### src/sv/bidc_pkg.sv
`timescale 1ns / 1ps

package bidc_pkg;

    localparam int ENTRIES    = 16;
    localparam int ADDR_WIDTH = 32;
    localparam int ID_WIDTH   = 32;
    localparam int IN_ADDR_W  = 32;

    localparam int IDX_W  = (ENTRIES > 1) ? $clog2(ENTRIES) : 1;
    localparam int RANK_W = IDX_W;
    localparam int CNT_W  = $clog2(ENTRIES + 1);

    localparam logic KIND_QUERY = 1'b0;
    localparam logic KIND_ADD   = 1'b1;

    typedef struct packed {
        logic                       kind;
        logic [IN_ADDR_W-1:0]       source_addr;
        logic signed [ID_WIDTH-1:0] broadcast_id;
    } item_t;

    typedef struct packed {
        logic is_obsolete;
        logic is_same_id;
        logic rejected;
        logic evicted;
    } result_t;

    typedef struct packed {
        logic [ADDR_WIDTH-1:0] source;
        logic [ID_WIDTH-1:0]   id;
        logic [RANK_W-1:0]     rank;
    } slot_t;

endpackage

### src/sv/broadcast_id_duplicate_cache.sv
`timescale 1ns / 1ps
// a query, a rejected add and an insert into a free slot make one pass over the slot
// memory (one read per cycle) for the lookup; a replace or an evict adds a second
// read-modify-write pass that renumbers the age ranks
// one item at a time: busy is high until done, start is taken in the done cycle
// reset clears the valid bits and fill count at once; done is a strobe, no stall
module broadcast_id_duplicate_cache
(
    input  logic              clk,
    input  logic              rst_n,
    input  logic              start,
    input  bidc_pkg::item_t   item,
    output logic              busy,
    output logic              done,
    output bidc_pkg::result_t result
);
    import bidc_pkg::*;

    typedef enum logic [1:0] {
        ST_IDLE,
        ST_SCAN,
        ST_ADJUST
    } state_t;

    state_t             state_reg;
    item_t              item_reg;
    logic [CNT_W-1:0]   cnt_reg;
    logic               rd_vld_reg;
    logic [IDX_W-1:0]   rd_idx_reg;
    logic [ENTRIES-1:0] valid_reg;
    logic [CNT_W-1:0]   used_reg;

    logic               hit_reg;
    logic [IDX_W-1:0]   hit_idx_reg;
    logic [ID_WIDTH-1:0] hit_id_reg;
    logic [RANK_W-1:0]  hit_rank_reg;
    logic               free_found_reg;
    logic [IDX_W-1:0]   free_idx_reg;
    logic [IDX_W-1:0]   old_idx_reg;

    logic [IDX_W-1:0]   tgt_idx_reg;
    logic [RANK_W-1:0]  gap_reg;
    logic [RANK_W-1:0]  new_rank_reg;
    logic               evict_reg;

    logic               done_reg;
    result_t            result_reg;

    slot_t              mem [ENTRIES];
    slot_t              mem_q;
    logic               mem_rd;
    logic [IDX_W-1:0]   mem_raddr;
    logic               mem_we;
    logic [IDX_W-1:0]   mem_waddr;
    slot_t              mem_wdata;

    logic [ADDR_WIDTH-1:0] src_ext;
    logic               pass_end;
    logic               rd_slot_valid;
    logic               src_match;
    logic               id_older;
    logic [CNT_W-1:0]   used_m1;

    assign src_ext       = ADDR_WIDTH'(item_reg.source_addr);
    assign pass_end      = (cnt_reg == CNT_W'(ENTRIES)) && !rd_vld_reg;
    assign rd_slot_valid = valid_reg[rd_idx_reg];
    assign src_match     = rd_slot_valid && (mem_q.source == src_ext);
    // stored id newer than the one carried by the item
    assign id_older      = $signed(hit_id_reg) > item_reg.broadcast_id;
    assign used_m1       = used_reg - CNT_W'(1);

    assign mem_rd    = (state_reg == ST_SCAN || state_reg == ST_ADJUST)
                       && (cnt_reg != CNT_W'(ENTRIES));
    assign mem_raddr = cnt_reg[IDX_W-1:0];

    always_comb
    begin
        mem_we    = 1'b0;
        mem_waddr = rd_idx_reg;
        mem_wdata = mem_q;
        if (state_reg == ST_SCAN && pass_end && item_reg.kind == KIND_ADD
            && !hit_reg && used_reg != CNT_W'(ENTRIES))
        begin
            // new source, free slot left
            mem_we         = 1'b1;
            mem_waddr      = free_idx_reg;
            mem_wdata.source = src_ext;
            mem_wdata.id   = item_reg.broadcast_id;
            mem_wdata.rank = used_reg[RANK_W-1:0];
        end
        else if (state_reg == ST_ADJUST && rd_vld_reg)
        begin
            if (rd_idx_reg == tgt_idx_reg)
            begin
                mem_we         = 1'b1;
                mem_wdata.source = src_ext;
                mem_wdata.id   = item_reg.broadcast_id;
                mem_wdata.rank = new_rank_reg;
            end
            else if (rd_slot_valid && mem_q.rank > gap_reg)
            begin
                // close the gap left by the entry that moves to newest
                mem_we         = 1'b1;
                mem_wdata.rank = mem_q.rank - RANK_W'(1);
            end
        end
    end

    always_ff @(posedge clk)
    begin
        if (mem_we)
        begin
            mem[mem_waddr] <= mem_wdata;
        end
        if (mem_rd)
        begin
            mem_q <= mem[mem_raddr];
        end
    end

    always_ff @(posedge clk or negedge rst_n)
    begin
        if (!rst_n)
        begin
            state_reg      <= ST_IDLE;
            cnt_reg        <= '0;
            rd_vld_reg     <= 1'b0;
            valid_reg      <= '0;
            used_reg       <= '0;
            hit_reg        <= 1'b0;
            free_found_reg <= 1'b0;
            evict_reg      <= 1'b0;
            done_reg       <= 1'b0;
        end
        else
        begin
            done_reg   <= 1'b0;
            rd_vld_reg <= mem_rd;
            rd_idx_reg <= mem_raddr;
            if (mem_rd)
            begin
                cnt_reg <= cnt_reg + CNT_W'(1);
            end
            case (state_reg)
                ST_IDLE:
                begin
                    if (start)
                    begin
                        item_reg       <= item;
                        cnt_reg        <= '0;
                        hit_reg        <= 1'b0;
                        free_found_reg <= 1'b0;
                        state_reg      <= ST_SCAN;
                    end
                end
                ST_SCAN:
                begin
                    if (rd_vld_reg)
                    begin
                        if (src_match)
                        begin
                            hit_reg      <= 1'b1;
                            hit_idx_reg  <= rd_idx_reg;
                            hit_id_reg   <= mem_q.id;
                            hit_rank_reg <= mem_q.rank;
                        end
                        if (rd_slot_valid && mem_q.rank == '0)
                        begin
                            old_idx_reg <= rd_idx_reg;
                        end
                        if (!rd_slot_valid && !free_found_reg)
                        begin
                            free_found_reg <= 1'b1;
                            free_idx_reg   <= rd_idx_reg;
                        end
                    end
                    if (pass_end)
                    begin
                        result_reg <= '0;
                        evict_reg  <= 1'b0;
                        if (item_reg.kind == KIND_QUERY)
                        begin
                            result_reg.is_obsolete <= hit_reg
                                && !(item_reg.broadcast_id > $signed(hit_id_reg));
                            result_reg.is_same_id <= hit_reg
                                && (hit_id_reg == item_reg.broadcast_id);
                            done_reg  <= 1'b1;
                            state_reg <= ST_IDLE;
                        end
                        else if (hit_reg)
                        begin
                            if (id_older)
                            begin
                                result_reg.rejected <= 1'b1;
                                done_reg  <= 1'b1;
                                state_reg <= ST_IDLE;
                            end
                            else
                            begin
                                tgt_idx_reg  <= hit_idx_reg;
                                gap_reg      <= hit_rank_reg;
                                new_rank_reg <= used_m1[RANK_W-1:0];
                                cnt_reg      <= '0;
                                state_reg    <= ST_ADJUST;
                            end
                        end
                        else if (used_reg != CNT_W'(ENTRIES))
                        begin
                            valid_reg[free_idx_reg] <= 1'b1;
                            used_reg  <= used_reg + CNT_W'(1);
                            done_reg  <= 1'b1;
                            state_reg <= ST_IDLE;
                        end
                        else
                        begin
                            // full: oldest entry is overwritten as the newest
                            tgt_idx_reg  <= old_idx_reg;
                            gap_reg      <= '0;
                            new_rank_reg <= RANK_W'(ENTRIES - 1);
                            evict_reg    <= 1'b1;
                            cnt_reg      <= '0;
                            state_reg    <= ST_ADJUST;
                        end
                    end
                end
                ST_ADJUST:
                begin
                    if (pass_end)
                    begin
                        result_reg.evicted <= evict_reg;
                        done_reg  <= 1'b1;
                        state_reg <= ST_IDLE;
                    end
                end
                default:
                begin
                    state_reg <= ST_IDLE;
                end
            endcase
        end
    end

    assign busy   = (state_reg != ST_IDLE);
    assign done   = done_reg;
    assign result = result_reg;

    a_done_single : assert property (@(posedge clk) disable iff (!rst_n)
        done |=> !done)
        else $error("done strobe longer than one cycle");

    a_start_busy : assert property (@(posedge clk) disable iff (!rst_n)
        (start && !busy) |=> busy)
        else $error("start transfer did not raise busy");

    a_fill_count : assert property (@(posedge clk) disable iff (!rst_n)
        $countones(valid_reg) == 32'(used_reg))
        else $error("fill count does not match valid bits");

    a_no_rw_clash : assert property (@(posedge clk) disable iff (!rst_n)
        (mem_we && mem_rd) |-> (mem_waddr != mem_raddr))
        else $error("slot memory read and write to same entry");

    a_flags_excl : assert property (@(posedge clk) disable iff (!rst_n)
        done |-> !((result.rejected || result.evicted)
                   && (result.is_obsolete || result.is_same_id)))
        else $error("query and add flags raised together");

endmodule

### config.mk
export PLATFORM = sky130hd
export DESIGN_NAME = broadcast_id_duplicate_cache
export DESIGN_NICKNAME = d
export VERILOG_FILES = /design/src/sv/bidc_pkg.sv /design/src/sv/broadcast_id_duplicate_cache.sv
export SDC_FILE = /design/constraint.sdc
export NUM_CORES = 1
export LEC_CHECK = 0
export BUFFER_PORTS_ARGS = -buffer_cell sky130_fd_sc_hd__clkbuf_2
export CORE_MARGIN = 2
export CORE_UTILIZATION = 39
export DETAILED_ROUTE_END_ITERATION = 6
export PLACE_DENSITY = 0.53
export SLEW_MARGIN = 30
export SYNTH_ARGS = -nofsm -noshare
export SYNTH_HDL_FRONTEND = slang
export SYNTH_SLANG_ARGS = --single-unit
### constraint.sdc
create_clock -name clk -period 6.65 [get_ports clk]
set_input_delay 0.9975 -clock clk [delete_from_list [all_inputs] [get_ports clk]]
set_output_delay 0.9975 -clock clk [all_outputs]
set_load 0.1 [all_outputs]
======== Word-level counts from Yosys, hierarchy flattened ========
Memory sizes are Yosys's and may differ from the RTL's. A register that Yosys moved wholly into a read port is not among the register bits.
Index checks and enable logic that the tools add are counted.
word-level totals
  memories kept ........................... 1
  bits in registers ....................... 166
  memory bits (writable) .................. 1,088
  bits of input ports ..................... 68
  logic and storage cells ................. 153
  output and inout port bits .............. 6
operators by class
  $lt $le $gt $ge ......................... 6
  reduce and logical (&&, ||, !) cells .... 38
  eq/ne operators ......................... 16
  add/subtract/negate cells ............... 4
  multiplexer cells ....................... 61
  bitwise gates (word level) .............. 2
memory list
  name  words  width  rd ports  clocked after memory_dff  wr ports  line                                text
  mem   16     68     1         1                         1         broadcast_id_duplicate_cache.sv:49  slot_t mem [ENTRIES];
operators with widths
  cell                                                                   number
  68-bit two-way mux                                                     2
  32-bit == test                                                         2
  32-bit greater-than comparator                                         2
  64-bit two-way mux                                                     1
  4-bit two-way mux                                                      12
  5-bit two-way mux                                                      7
  1-bit two-way mux                                                      24
  4-bit AND reduction                                                    6
  16-bit bitwise OR                                                      1
  1-bit logical AND                                                      14
  2-bit two-way mux                                                      7
  2-bit != test (second input constant)                                  7
  5-bit by 1-bit adder with 5-bit output (second input constant)         2
  4-bit by 5-bit < comparator with 1-bit output (second input constant)  2
  5-bit != test (second input constant)                                  2
  5-bit case mux with 2 select lines                                     1
  3-bit AND reduction                                                    3
  1-bit case mux with 2 select lines                                     4
  4-bit by 1-bit subtractor with 4-bit output (second input constant)    2
  2-bit case mux with 3 select lines                                     1
  6-bit AND reduction                                                    1
  2-bit nonzero test                                                     3
  5-bit == test (second input constant)                                  1
  1-bit logical NOT                                                      5
  14 further kinds                                                       15

======== Logic depth before layout (Yosys ltp) ========
Gate-level depths: netlist of the first run.
  depth after elaboration ................. 9
  depth in mapped cells ................... 13

======== Worst setup path before layout of the first run ========
No wires, ideal clock.
  path kind ............................... register -> register
  start ................................... reg cnt_reg[0]
  end ..................................... mem mem[0][0] (netlist bit) (enable)
  stages on the path, launching flop included .. 13
  path slack .............................. 0.811 ns
  clock period less this slack ............ 5.839 ns
  data required time ...................... 6.156 ns
  arrival ................................. 5.345 ns
  path through ............................ dfrtp_1 -> clkbuf_1 -> buf_2 -> buf_2 -> inv_1 -> ha_1 -> nand4bb_4 -> or4_1 -> buf_2 -> or3_4 -> o31ai_4 -> nand2_4 -> nor2_1
between the ends
  longest elaborated chain between the ends .. 9
  elaborated cells between the ends (all ways) .. 10
RTL lines
  element                                  line                                 text
  start, declared                          broadcast_id_duplicate_cache.sv:27   logic [CNT_W-1:0] cnt_reg;
  start signal, assigned                   broadcast_id_duplicate_cache.sv:142  cnt_reg <= cnt_reg + CNT_W'(1);
  5-bit == test *                          broadcast_id_duplicate_cache.sv:65   assign pass_end = (cnt_reg == CNT_W'(ENTRIES)) && !rd_vld_reg;
  1-bit logical AND *                      broadcast_id_duplicate_cache.sv:65
  1-bit logical AND * (2 in series)        broadcast_id_duplicate_cache.sv:81   if (state_reg == ST_SCAN && pass_end && item_reg.kind == KIND_ADD
  1-bit logical AND * (2 in series)        broadcast_id_duplicate_cache.sv:82   && !hit_reg && used_reg != CNT_W'(ENTRIES))
  1-bit two-way mux                        broadcast_id_duplicate_cache.sv:81
  1-bit two-way mux                        broadcast_id_duplicate_cache.sv:111  if (mem_we)
  1-bit two-way mux (implied by the code)  broadcast_id_duplicate_cache.sv:113  mem[mem_waddr] <= mem_wdata;
  end, declared                            broadcast_id_duplicate_cache.sv:49
Every way passes the cells marked *; elsewhere a longest branch is shown, timed or not.

======== Worst setup path after layout of the first run ========
  start ................................... reg cnt_reg[1]
  end ..................................... mem mem[12][19] (netlist bit) (enable)
The elaborated chain is that of the path after synthesis.

==> impl_metrics.ini, run 1 <==
[layout]
largest_reg_flops = 1088
instances_no_fill = 4235
multiInputGateArea_sq_um = 11110
final_cell_mix = 1289 x edfxtp_1, 344 x mux4_2, 149 x clkbuf_16
area_delta_synth_final_pct = 14.94
register_area_sq_um = 39550
nNetsFinal = 2496
fillerInstances = 10739
final_common_cell = edfxtp_1
drive_gt1_share_pct = 30.53
n_antenna_cell = 0

[worst_hold_path]
hp-class = in2async

[route]
routed_wl_mm = 117.4
first_pass_iters = 5
wl_per_cell_um = 27.72
drcViolationCount = 0
ant_nets = 0
drt_iter0_markers = 2109
via_per_inst = 5.476
vias = 23191

[clocking]
insertion_delay_ps = 760
clk_path_buf_depth = 3
cts_tree = done
clock_sinks = 1322
cts.clk_slew.worst_paths_ps = 60
post_cts_resized = 0
cts-hold-fix-buffers = 0
post-cts-setup-buffers = 0
h-tree-depth = 4
cts_buffers = 142
cts_root_buf = clkbuf_16

[timing]
timing.final.crit_period_ps = 4518
max_freq_ghz = 0.2213
max-slew-margin-rel_pct = 30.18
setup_viol = 0
drv_slew = 0
fin_skew_ps = 26.14
worst_pin_slew_ps = 1040
whs_ps = 316.5
fin_crit_sh_pct = 67.94
setup-tns-final_ps = 0
grt_setup_unrepaired = false
finalHoldViolCount = 0
setup_ws_ps = 2132

[global_route]
grt_pass1_wl_mm = 171.4
overflow = 0
track_usage_pct = 17.66
grt_pass1_vias = 24381
grt_antenna_before_repair = 3
grt_max_degree = 109

[yosys]
ys.flop_type = edfxtp_1
avgSynthCellArea_sq_um = 23.10
seq_area_frac_synth_pct = 77.43
synth_cell_types = 60
synth-edff-count = 1289
ys_warn_count = 0
ys_seq_elements = 1322
netlist_area_sq_um = 51060
syn-num-nets = 2323
ys_async_sr_fraction_pct = 2.496
synthCells = 2210

[setup_path]
worstRegToRegCells = 10
path_class = reg2reg
r2r_start = cnt_reg[1]
worstPathMaxFanout = 47
rrSetupSlack_ps = 2130
r2r_end = mem[12][19]
worst_setup_path_start_kind = flip-flop
cp_data_arrival_time_ps = 4950
end_kind = flip-flop
required_ps = 7090

[die]
die_w_um = 365.8
initial_core_util_pct = 39.38
ios = 74
die_y_um = 365.8
rows = 132
core_sq_um = 129600
dieArea_sq_um = 133800

[pwr]
p_leak_nw = 18.34
p_total_mw = 23.24
ir_worst_vdd_v = 0.0003022
cellPowerDensity_nw_per_um2 = 395.9

[placement]
dp_cells = 3980
io_buffers = 73
preCtsSetupSlack_ps = 2086
gp_congestion = 0.7520
dp_hpwl_mm = 61.95

[status]
status = finished clean

[flow_run]
drv_cap = 0
[cell type report]
class,instances,area share [%]
Inverter,50,0.3198
Clock buffer,182,6.667
Sequential cell,1322,67.39
Clock inverter,72,1.241
Timing Repair Buffer,125,1.735
Tap cell,1742,3.714
Multi-Input combinational cell,742,18.93
[routing by layer]
metal,vias up,wire (um),GRT usage (%)
met1,12610,51410,24.89
met3,190,6589,3.473
met5,-,0,0
met4,0,2986,5.737
li1,9695,-,-
met2,696,56400,27.73
[how the worst max path moves through the flow]
stage | cells after the start | from | endpoint
after floorplan | 12 | cnt_reg[0] | mem[0][0]
after global placement | 9 | cnt_reg[1] | mem[2][12]
after detailed placement | 10 | cnt_reg[1] | mem[12][31]
after CTS | 10 | cnt_reg[1] | mem[12][19]
after global routing | 10 | cnt_reg[1] | mem[12][17]
final | 10 | cnt_reg[1] | mem[12][19]
[cell usage after synthesis (9+ instances only)]
library cell | n | area, sq um
clkbuf_1 | 54 | 202.7
dfrtp_1 | 33 | 825.8
edfxtp_1 | 1289 | 38710
xnor2_1 | 39 | 341.6
o21ai_0 | 9 | 45.04
mux2_2 | 44 | 495.5
a21oi_1 | 21 | 105.1
buf_2 | 35 | 175.2
mux4_2 | 344 | 7747
nor2_1 | 35 | 131.4
nor3_1 | 11 | 55.05
ha_1 | 45 | 563.0
o21bai_1 | 13 | 97.59
inv_1 | 50 | 187.7
nand2_1 | 30 | 112.6
nand4_1 | 23 | 143.9
mux2_1 | 25 | 281.5
nand3_1 | 17 | 85.08
[worst max-delay path, cell delays in order (launching register included)]
cell	delay, ps
dfrtp_4	720
inv_1	180
ha_1	220
nand4bb_4	160
nor4_2	310
buf_4	260
a21o_4	540
a31o_2	270
nand2_1	250
nor2_4	800
buf_4	420
[stage by stage]
step | util [%] | instance area (sq um)
after floorplan | - | 51060
after global placement | 41.57 | 53900
after detailed placement | 41.64 | 53990
after CTS | 45.22 | 58630
after global routing | 45.27 | 58690
final | 45.27 | 58690
[kinds of logic (layout without fill, tap and decap cells)]
family / after synthesis / in the layout / share of synthesized area (%)
adder cells (fa/ha/maj): 45 / 45 / 1.103
buffers and inverters: 146 / 429 / 1.196
AO/OA/AOI/OAI: 75 / 75 / 0.9973
AND/OR/NAND/NOR: 158 / 158 / 1.691
XOR/XNOR: 47 / 47 / 0.8062
multiplexers: 417 / 417 / 16.78
flip-flops: 1322 / 1322 / 77.43
[where the power goes]
group	total [mW]	switching, mW	internal (mW)
clock	7.86	3.17	4.69
sequential	11.1	0.387	10.7
combinational	4.32	2.42	1.90
Note: power is estimated with default switching activity, not from simulation.
==> run 2: changes to the inputs <==
Clock period 6.65 ns to 4.46 ns, I/O delays scaled along.
==> impl_metrics.ini, run 2 (synthesis gave the netlist of run 1 again) <==
[setup_path]
r2r_start = cnt_reg[0]
crit_slowest_cell = or4_1
cp_data_arrival_time_ps = 4370
cpPeakStageDelay_ps = 900
cp_top_family = simple AND/OR/NAND/NOR gates
path_class = reg2reg
crit_buf_inv = 2
worstRegToRegCells = 9
r2r_end = mem[10][29]
required_ps = 4850
worstPathMaxFanout = 36
rrSetupSlack_ps = 480
worst_setup_path_start_kind = flip-flop
end_kind = flip-flop
cp_cell_sequence = inv_1, ha_1, nand4bb_4, or4_1, nor3b_2, a21o_1, nand2_1, nor2_4, buf_4

[layout]
finalInstanceArea_sq_um = 58590
final_cell_mix = 1289 x edfxtp_1, 344 x mux4_2, 147 x clkbuf_16
drive_gt1_share_pct = 30.29
area_delta_synth_final_pct = 14.75
largest_reg_flops = 1088
fillerInstances = 10723
nNetsFinal = 2507
final_common_cell = edfxtp_1

[die]
dieArea_sq_um = 133800
rows = 132
ios = 74
die_w_um = 365.8
core_sq_um = 129600
die_y_um = 365.8
initial_core_util_pct = 39.38

[timing]
fin_crit_sh_pct = 89.24
worst_pin_slew_ps = 1007
setup_viol = 0
whs_ps = 81.91
max_freq_ghz = 0.2513
finalHoldViolCount = 0
setup-tns-final_ps = 0
grt_setup_unrepaired = false
timing.final.crit_period_ps = 3980
drv_slew = 0
max-slew-margin-rel_pct = 32.58
fin_skew_ps = 28.44
setup_ws_ps = 480.0

[global_route]
grt_pass1_wl_mm = 175.5
grt_max_degree = 107
track_usage_pct = 18.22
grt_antenna_before_repair = 3
overflow = 0
grt_pass1_vias = 24400

[clocking]
clock_sinks = 1322
clk_path_buf_depth = 3
cts.clk_slew.worst_paths_ps = 60
post_cts_resized = 0
cts_tree = done
cts-hold-fix-buffers = 1
h-tree-depth = 4
cts_buffers = 139
cts_root_buf = clkbuf_16
post-cts-setup-buffers = 0
insertion_delay_ps = 760

[flow_run]
drv_cap = 0

[pwr]
p_leak_nw = 18.26
cellPowerDensity_nw_per_um2 = 584.7
ir_worst_vdd_v = 0.0003793

[placement]
dp_hpwl_mm = 65.23
placed_area_sq_um = 54160
io_buffers = 73
gp_congestion = 0.7459
preCtsSetupSlack_ps = 482.0

[worst_hold_path]
holdPathEnd = item_reg[22]
hold_path.startpoint = item[22]
hp-class = in2reg
hold_depth = 1

[route]
ant_nets = 0
first_pass_iters = 7
drt_iter0_markers = 2331
wl_per_cell_um = 28.47
routed_wl_mm = 121.0
via_per_inst = 5.473
drcViolationCount = 0
vias = 23271

[status]
status = finished clean
==> run 2: cell count changes in the layout (fill, tap and decap cells not counted), sizes merged <==
cell / delta
diode: +1
dlygate4sd3: +1
bufinv: -9
clkinvlp: +2
clkbuf: +8
inv: +2
buf: +13
clkinv: -1
==> run 2: through the flow <==
stage	util, %	cells	total power, mW
3_5_place_dp	41.77	3992	23.59
3_3_place_gp	41.74	3991	23.38
2_1_floorplan	-	2210	21.25
6_report	45.19	4252	34.26
5_1_grt	45.19	4251	35.69
4_1_cts	45.13	4249	34.67
==> run 2: worst reg2reg max path, stage by stage (launching register included) <==
cell and delay, ps:
dfrtp_4 600, inv_1 120, ha_1 200, nand4bb_4 160, or4_1 900, nor3b_2 450, a21o_1 120, nand2_1 230
nor2_4 230, buf_4 560
==> run 2: worst max path at each step <==
| stage | end | from | slack (ps) | cells past startpoint |
|---|---|---|---|---|
| floorplan | mem[0][0] | cnt_reg[0] | -250 | 12 |
| finish | mem[10][29] | cnt_reg[0] | 480 | 9 |
| global placement | mem[9][29] | cnt_reg[0] | 500 | 9 |
| CTS | mem[10][21] | cnt_reg[0] | 460 | 9 |
| global route | mem[10][18] | cnt_reg[0] | 270 | 9 |
| detailed placement | mem[10][29] | cnt_reg[0] | 480 | 9 |
==> run 2: power by group <==
group / switching, mW / internal (mW) / leakage (nW)
sequential: 0.513 / 15.9 / 12.1
combinational: 3.93 / 2.87 / 4.07
clock: 4.67 / 6.36 / 2.12
total: 9.11 / 25.1 / 18.3
==> run 2: area by class of cell <==
cell class                 count  area, sq um  area share, %
antenna                        1        2.502       0.004271
clock buffer                 190         3860          6.588
clock inverter                66        488.0         0.8329
inverter                      50        187.7         0.3203
multi-input combinational    742        11110          18.97
sequential                  1322        39550          67.50
tap                         1742         2180          3.720
timing repair buffer         139         1211          2.067
==> run 2: routing by layer <==
layer / global-route usage (%) / wire length (um) / share of wire, % / vias up
li1: - / - / - / 9709
met1: 25.83 / 54170 / 45 / 12796
met2: 29.25 / 58920 / 49 / 618
met3: 3.324 / 5820 / 4.8 / 148
met4: 4.593 / 2134 / 1.8 / 0
met5: 0 / 0 / 0 / -
